==> config.mk <==
export PLATFORM = sky130hd
export DESIGN_NAME = isotp_ctrl
export DESIGN_NICKNAME = d
export VERILOG_FILES = /design/src/sv/isotp_pkg.sv /design/src/sv/isotp_ctrl.sv
export SDC_FILE = /design/constraint.sdc
export NUM_CORES = 1
export LEC_CHECK = 0
export ABC_AREA = 1
export BUFFER_PORTS_ARGS = -buffer_cell sky130_fd_sc_hd__buf_2
export CORE_AREA = 2 2 39 41
export CTS_CLUSTER_DIAMETER = 50
export DETAILED_ROUTE_END_ITERATION = 8
export DIE_AREA = 0 0 41 43
export GPL_TIMING_DRIVEN = 1
export HOLD_SLACK_MARGIN = 0.1
export PLACE_DENSITY = 0.35
export SLEW_MARGIN = 20
export SYNTH_ARGS = -nofsm -noshare
export SYNTH_HDL_FRONTEND = slang
export SYNTH_SLANG_ARGS = --single-unit
export TNS_END_PERCENT = 30
==> constraint.sdc <==
create_clock -name clk -period 2.6 [get_ports clk]
set_clock_uncertainty 0.1 [all_clocks]
set_input_delay 0.13 -clock clk [delete_from_list [all_inputs] [get_ports clk]]
set_output_delay 0.13 -clock clk [all_outputs]
set_load 0.01 [all_outputs]
==> src/sv/isotp_pkg.sv <==
// ----------------------------------------------------------------------------
// isotp_pkg
// shared codes, constants and control/status structs of the transport sender
// ----------------------------------------------------------------------------
package isotp_pkg;

  // default largest message that is segmented
  localparam int MAX_MESSAGE_BYTES_DEF = 4095;

  // bytes in a single frame, first frame and consecutive frame
  localparam int SF_MAX_BYTES = 7;
  localparam int FF_BYTES     = 6;
  localparam int CF_MAX_BYTES = 7;

  // input commands
  localparam logic [1:0] CMD_BYTE = 2'd0;
  localparam logic [1:0] CMD_FC   = 2'd1;
  localparam logic [1:0] CMD_TICK = 2'd2;

  // flow control flags
  localparam logic [1:0] FC_CTS   = 2'd0;
  localparam logic [1:0] FC_WAIT  = 2'd1;
  localparam logic [1:0] FC_ABORT = 2'd2;

  // result frame kinds
  localparam logic [1:0] KIND_SF  = 2'd0;
  localparam logic [1:0] KIND_FF  = 2'd1;
  localparam logic [1:0] KIND_CF  = 2'd2;
  localparam logic [1:0] KIND_ERR = 2'd3;

  // controller to datapath
  typedef struct packed {
    logic accept;  // take the input item and update the session state
    logic issue;   // issue the next store read of the frame
    logic push;    // move the built frame into the output register
  } cmd_t;

  // datapath to controller
  typedef struct packed {
    logic has_result;   // the offered item produces a frame
    logic gather_done;  // all reads of the frame are issued
    logic rd_pending;   // a read is still in flight
    logic out_free;     // the output register can be loaded now
  } sts_t;

endpackage

==> src/sv/isotp_ctrl.sv <==
// ----------------------------------------------------------------------------
// isotp_ctrl
// sequencer: takes one item, walks the store reads of a frame, hands it out
// ----------------------------------------------------------------------------
module isotp_ctrl (
  input  logic              clk,
  input  logic              rst_n,
  input  logic              in_valid,
  output logic              in_ready,
  input  isotp_pkg::sts_t   sts,
  output isotp_pkg::cmd_t   cmd
);

  localparam logic [1:0] ST_IDLE   = 2'd0;
  localparam logic [1:0] ST_GATHER = 2'd1;
  localparam logic [1:0] ST_PUSH   = 2'd2;

  logic [1:0] state_r;
  logic [1:0] state_nxt;

  always_comb begin
    state_nxt  = state_r;
    in_ready   = 1'b0;
    cmd.accept = 1'b0;
    cmd.issue  = 1'b0;
    cmd.push   = 1'b0;
    case (state_r)
      ST_IDLE: begin
        in_ready = 1'b1;
        if (in_valid) begin
          cmd.accept = 1'b1;
          if (sts.has_result) begin
            state_nxt = ST_GATHER;
          end
        end
      end
      ST_GATHER: begin
        if (!sts.gather_done) begin
          cmd.issue = 1'b1;
        end else if (!sts.rd_pending) begin
          state_nxt = ST_PUSH;
        end
      end
      ST_PUSH: begin
        if (sts.out_free) begin
          cmd.push  = 1'b1;
          state_nxt = ST_IDLE;
        end
      end
      default: begin
        state_nxt = ST_IDLE;
      end
    endcase
  end

  always_ff @(posedge clk) begin
    if (!rst_n) begin
      state_r <= ST_IDLE;
    end else begin
      state_r <= state_nxt;
    end
  end

endmodule

== After elaboration in Yosys (flattened, before gate mapping) ==
Index checks and enable logic that the tools add are counted.

* Flip-flop bits (word level): 2
* Input port bits: 7
* Output and inout bits: 4
* Logic and storage cells: 23

* Equal/unequal tests: 7
* Multiplexer cells: 13
* Reductions and logical operators: 2

{| class="wikitable"
|+ Operators by type and width
! operator !! number
|-
| 2-bit 2-to-1 mux || 5
|-
| 2-bit inequality test (second input constant) || 5
|-
| 1-bit 2-to-1 mux || 7
|-
| 2-bit one-hot mux with 3 select lines || 1
|-
| 5-bit AND reduction || 1
|-
| 2-bit by 1-bit == test with 1-bit output (second input constant) || 1
|-
| 2-bit == test (second input constant) || 1
|-
| 2-bit logical NOT || 1
|}

== Depth between registers and ports, before layout ==
Gate-level depths: netlist of the first run.

* Depth in word-level cells: 3
* Mapped depth: 7
* Mapped depth without buffers: 7

== Worst setup path before layout of the first run ==
No wires, ideal clock.

* Path type: register to register
* Start point: register state_r[1]
* End point: register state_r[1]
* Data arrival time: 0.858 ns
* Data required time: 2.385 ns
* Setup slack: 1.527 ns
* Stages on the path, launching flop included: 7
* Cell sequence: dfxtp_1 > nor2_2 > nand2_2 > nand2_2 > inv_2 > a21oi_1 > nor2_1

* Cells in the longest elaborated chain, start to end: 3

{| class="wikitable"
|+ Ends and longest elaborated chain
! what !! RTL line !! RTL
|-
| start: declaration || isotp_ctrl.sv:18 || <nowiki>logic [1:0] state_r;</nowiki>
|-
| start signal: assignment || isotp_ctrl.sv:60 || <nowiki>state_r <= state_nxt;</nowiki>
|-
| 2-bit by 1-bit == test with 1-bit output (tied with other cells) || isotp_ctrl.sv:27 || <nowiki>case (state_r)</nowiki>
|-
| 2-bit inequality test (no line) || n/a ||
|-
| 5-bit AND reduction (no line) || n/a ||
|}

Several ways; a longest one is shown, not always the timed one.
A chain may end at the register's enable or synchronous reset.

==> results of run 1 <==
==> per-layer routing <==
layer,vias up,GRT usage,part of all wire,routed length [microns]
met4,0,0.0400,0,0
met1,81,0.0479,0.40,139
met5,-,0,0,0
met2,4,0.0656,0.53,184
met3,0,0.0314,0.072,25
li1,106,-,-,-
==> timing repair <==
action | 4_1_cts | 5_1_grt
hold buffers | 1 | 0
endpoints found under the setup margin | 0 | 0
endpoints found under the hold margin | 2 | 0
setup buffers | 0 | 0
==> power groups by stage <==
stage	registers [mW]	logic [mW]	clock network, mW
global placement	0.0519	0.116	0
detailed placement	0.0514	0.115	0
global route	0.0524	0.133	0.0722
CTS	0.0510	0.117	0.0727
floorplan	0.0495	0.0842	0
finish	0.0512	0.113	0.0672
==> layout make-up <==
cell class                      count  area, sq um  share of cell area
Sequential cell                     2         40.0               0.155
Tap cell                           16         20.0              0.0773
Timing Repair Buffer               11         60.1               0.232
Multi-Input combinational cell     17         86.3               0.333
Inverter                            8         30.0               0.116
Clock buffer                        3         22.5              0.0870
==> kinds of logic (layout without fill, tap and decap cells) <==
family	after synthesis	count (layout)
DFF	2	2
buffers and inverters	8	22
AOI/OAI and AO/OA	3	3
and+or+nand+nor	14	14
==> path summary, 6_finish.rpt <==
| check | end | slack (ns) | cells past startpoint | start |
|---|---|---|---|---|
| min reg2reg | state_r[1] | 0.46 | 2 | state_r[1] |
| min | state_r[0] | 0.15 | 5 | sts[1] |
| max reg2reg | state_r[1] | 1.55 | 6 | state_r[1] |
| max | cmd[1] | 1.31 | 5 | state_r[0] |
==> cells in the mapped netlist, drive strengths merged <==
| cell | number |
|---|---|
| nand3 | 2 |
| inv | 8 |
| a21oi | 1 |
| o21ai | 2 |
| nor2 | 6 |
| nand2 | 6 |
| dfxtp | 2 |
==> placed cells by master, fill, tap and decap left out, types with 2 or more instances in the layout <==
master and count:
inv_1 7, clkbuf_4 3, nor2_1 5, dfxtp_1 2, nand2_2 2, nand2_1 4
buf_2 10
==> worst max-delay path, delay by kind of cell (launching register included) <==
family / cells / cell delay, ns
flip-flops: 1 / 0.33
buffers and inverters: 3 / 0.29
AND/OR/NAND/NOR: 2 / 0.23
==> metrics by stage <==
| stage | hold slack (ns) | util | setup WS (ns) | instance area (sq um) |
|---|---|---|---|---|
| 3_3_place_gp | 0.240 | 0.164 | 1.53 | 226 |
| 3_5_place_dp | 0.248 | 0.164 | 1.53 | 226 |
| 2_1_floorplan | 0.128 | - | 1.53 | 156 |
| 5_1_grt | 0.194 | 0.187 | 1.22 | 259 |
| 4_1_cts | 0.150 | 0.187 | 1.29 | 259 |
| 6_report | 0.151 | 0.187 | 1.31 | 259 |
==> impl_metrics.ini, run 1 <==
[pwr]
combinationalPowerShare = 0.489
clockPowerShare = 0.290
ir_drop_mv = 0.269
p_total_mw = 0.232
switching_power_mw = 0.0928
p_seq_frac = 0.221
power.density_nw_per_um2 = 895
leakage_nw = 0.156
p_int_mw = 0.139
sw_frac_of_total = 0.401

[synth]
syn-num-nets = 34
synth_top_area_frac = 0.256
synthTopCellsByArea = dfxtp_1, inv_1, nor2_1, nand2_1, nand2_2
synth_cell_types = 12
synth_compound_area_frac = 0.120
yosys_register_bits = 2
syn_inst = 27
muxShareOfSynthArea = 0
avgSynthCellArea_sq_um = 5.79
netlist_area_sq_um = 156
synth_warnings = 0
synthXorXnorAreaFrac = 0
yosys.area.top_type = dfxtp_1
yosys.area_share.simple = 0.432
ys_seq_area_frac = 0.256
synthAdderAreaFrac = 0
synth_top_family_by_area = simple AND/OR/NAND/NOR gates

[worst_setup_path]
crit_type = register to primary output
required_ns = 2.37
max_stage_delay_ns = 0.33
crit_chain = inv_1 > nor2_1 > inv_1 > nor2_1 > buf_2
worst_setup_path_start_kind = register
critPathSlowestCell = dfxtp_1
critPathMaxFanout = 3
cp.arrival_ns = 1.06
cp-end-kind = primary output

[placement]
place_inst = 53
gp_congestion = 0.644
port_buffers = 10
dp_hpwl_microns = 304

[cts]
cts_buffers = 3
clk_pin_slew_ns = 0.03
post_cts_resized = 0
htreeDepth = 1
tritoncts = yes
cts_sinks = 2
clock_path_buffers = 2
insertion_delay_ns = 0.22
cts_root_buf = clkbuf_4

[timing]
period_share = 0.496
tightestPinTransition_ns = 0.184
slew_headroom = 0.877
finalHoldViolations = 0
maxSlewViolCount = 0
grt_setup_unrepaired = no
setup_tns_ns = 0
setup_viol = 0
finalWorstPathRequiredPeriod_ns = 1.29
timing.fmax_mhz = 776

[die]
die_w_microns = 41
core_sq_um = 1380
rows = 14
io-pin-count = 11
die_y_microns = 43
start_util = 0.113
die_area_sq_um = 1760

[route]
vias = 191
wl_per_cell_microns = 6.11
ant_nets = 0
routed_wl_microns = 348
first_pass_iters = 4
vias_per_cell = 3.35
drt-initial-drc-count = 2
drc = 0

[run_status]
status = finished, final reports clean

[layout]
fin_cells = 57
fillCellCount = 170
diodes = 0
top_register = state_r
top_regs = state_r: 2 flops
fin_nets = 50
drive_above_1_share = 0.463
largest_reg_flops = 2
syn_to_final_growth_pct = 65.6

[global_routing]
antenna_found_initial = 0
track_usage = 0.0481
overflow = 0
grt_max_degree = 6
grt_pass1_wl_microns = 538
grt_pass1_vias = 165

[run]
cap_viol_max_count = 0

[min_path]
hold_class = input pin to register
No activity file was read; power rests on OpenSTA's default activity.
==> run 2, diff against run 1 <==
--- a/config.mk
+++ b/config.mk
@@ -5,7 +5,7 @@
 export SDC_FILE = /design/constraint.sdc
 export NUM_CORES = 1
 export LEC_CHECK = 0
-export ABC_AREA = 1
+export ABC_AREA = 0
 export BUFFER_PORTS_ARGS = -buffer_cell sky130_fd_sc_hd__buf_2
 export CORE_AREA = 2 2 39 41
 export CTS_CLUSTER_DIAMETER = 50
@@ -13,7 +13,7 @@
 export DIE_AREA = 0 0 41 43
 export GPL_TIMING_DRIVEN = 1
 export HOLD_SLACK_MARGIN = 0.1
-export PLACE_DENSITY = 0.35
+export PLACE_DENSITY = 0.32
 export SLEW_MARGIN = 20
 export SYNTH_ARGS = -nofsm -noshare
 export SYNTH_HDL_FRONTEND = slang
==> constraint.sdc (replaced) <==
create_clock -name clk -period 1.21 [get_ports clk]
set_clock_uncertainty 0.1 [all_clocks]
set_input_delay 0.0605 -clock clk [delete_from_list [all_inputs] [get_ports clk]]
set_output_delay 0.0605 -clock clk [all_outputs]
set_load 0.01 [all_outputs]
==> impl_metrics.ini, run 2 <==
[synth]
yosys_register_bits = 2
synth_ff_type = dfxtp_1
synth_warnings = 0
syn-num-nets = 19
netlist_area_sq_um = 121
synth_cell_types = 10
avgSynthCellArea_sq_um = 10.1
yosys.area.top_type = dfxtp_1
syn_inst = 12
synthTopCellsByArea = dfxtp_1, nor3b_1, nor4b_2, and3b_2, nor4bb_1
synth_top_area_frac = 0.330
yosys-top-cells-count = dfxtp_1, nor3b_1
ys_seq_area_frac = 0.330
ys_async_sr_fraction = 0
synth_edf_count = 0

[worst_setup_path]
cp-end-kind = primary output
cp.arrival_ns = 0.97
critPathMaxFanout = 7
worst_setup_path_start_kind = register
required_ns = 1.05
crit_type = register to primary output

[layout]
fillCellCount = 151
fin_nets = 38
diodes = 0
fin_cells = 45
syn_to_final_growth_pct = 122
top_register = state_r
finalInstanceArea_sq_um = 269
drive_above_1_share = 0.586
top_regs = state_r: 2 flops
mostFrequentLayoutCell = buf_2
multi_input_area_sq_um = 86.3
regArea_sq_um = 41.3
most-common-layout-cells = buf_2, clkbuf_4, dlygate4sd3_1
largest_reg_flops = 2

[global_routing]
grt_pass1_wl_microns = 586
grt_max_degree = 8
overflow = 0
antenna_found_initial = 0
track_usage = 0.0571
grt_pass1_vias = 147

[timing]
setup_viol = 0
setup_tns_ns = 0
maxSlewViolCount = 0
timing.fmax_mhz = 884
period_share = 0.935
finalWorstPathRequiredPeriod_ns = 1.13
grt_setup_unrepaired = no
finalHoldViolations = 0
tightestPinTransition_ns = 0.278
slew_headroom = 0.812
layout_setup_ws_ns = 0.0791

[route]
ant_nets = 0
wl_per_cell_microns = 9.42
drc = 0
vias_per_cell = 3.76
first_pass_iters = 2
drt-initial-drc-count = 2
routed_wl_microns = 424
vias = 169

[run_status]
status = finished, final reports clean

[die]
start_util = 0.0877
die_area_sq_um = 1760
die_y_microns = 43
rows = 14
core_sq_um = 1380
io-pin-count = 11
die_w_microns = 41

[cts]
cts_sinks = 2
htreeDepth = 1
cts_buffers = 3
tritoncts = yes
clock_path_buffers = 2
insertion_delay_ns = 0.22
clk_pin_slew_ns = 0.03
cts_root_buf = clkbuf_4
cts_setup_buffers = 0

[placement]
place_inst = 38
place_area_sq_um = 191
port_buffers = 10
place_ws_ns = 0.265
gp_congestion = 0.500

[pwr]
power.density_nw_per_um2 = 1000
p_total_mw = 0.270
leakage_nw = 0.131
ir_drop_mv = 0.293

[min_path]
hold_class = input pin to register

[run]
cap_viol_max_count = 0
run 2: path summary, 6_finish.rpt:
check | from | to | slack [ns] | depth (start not counted)
max | state_r[0] | cmd[2] | 0.08 | 3
min | in_valid | state_r[0] | 0.13 | 3
max reg2reg | state_r[0] | state_r[1] | 0.21 | 2
min reg2reg | state_r[1] | state_r[0] | 0.38 | 1
run 2: report_power, final:
| part | switching (mW) | internal [mW] |
|---|---|---|
| combinational | 0.0187 | 0.0317 |
| sequential | 0.00456 | 0.0699 |
| clock | 0.0360 | 0.109 |
run 2: per-layer routing:
| metal | GRT usage | up-vias | share of wire |
|---|---|---|---|
| met2 | 0.0531 | 13 | 0.38 |
| met5 | 0 | - | 0 |
| met1 | 0.0607 | 71 | 0.41 |
| met3 | 0.0628 | 2 | 0.18 |
| li1 | - | 83 | - |
| met4 | 0.0600 | 0 | 0.021 |
run 2: timing repair:
| item | 4_1_cts | 5_1_grt |
|---|---|---|
| hold buffers | 4 | 0 |
| endpoints found under the hold margin | 2 | 0 |
| gates resized for setup | 0 | 4 |
| setup endpoints to repair | 0 | 3 |
run 2: cell families after synthesis:
group / Yosys count / share of synthesized area
flops: 2 / 0.330
compound gates: 2 / 0.103
simple gates: 8 / 0.567
run 2: final cells by class:
cell class              instances  area share
flip-flops and latches          2       0.153
multi-input cells              10       0.321
repair buffers                 14       0.367
clock buffers                   3      0.0837
well taps                      16      0.0744
run 2: worst max-delay path, stage by stage (launching register included):
cell and delay (ns):
dfxtp_1 0.39, nor2_1 0.08, and2_1 0.15, buf_2 0.13
run 2: per-stage QoR:
step	utilization	hold slack, ns
after floorplan	-	0.0705
after CTS	0.184	0.138
after detailed placement	0.138	0.185
after global placement	0.138	0.200
final	0.194	0.130
after global routing	0.194	0.142
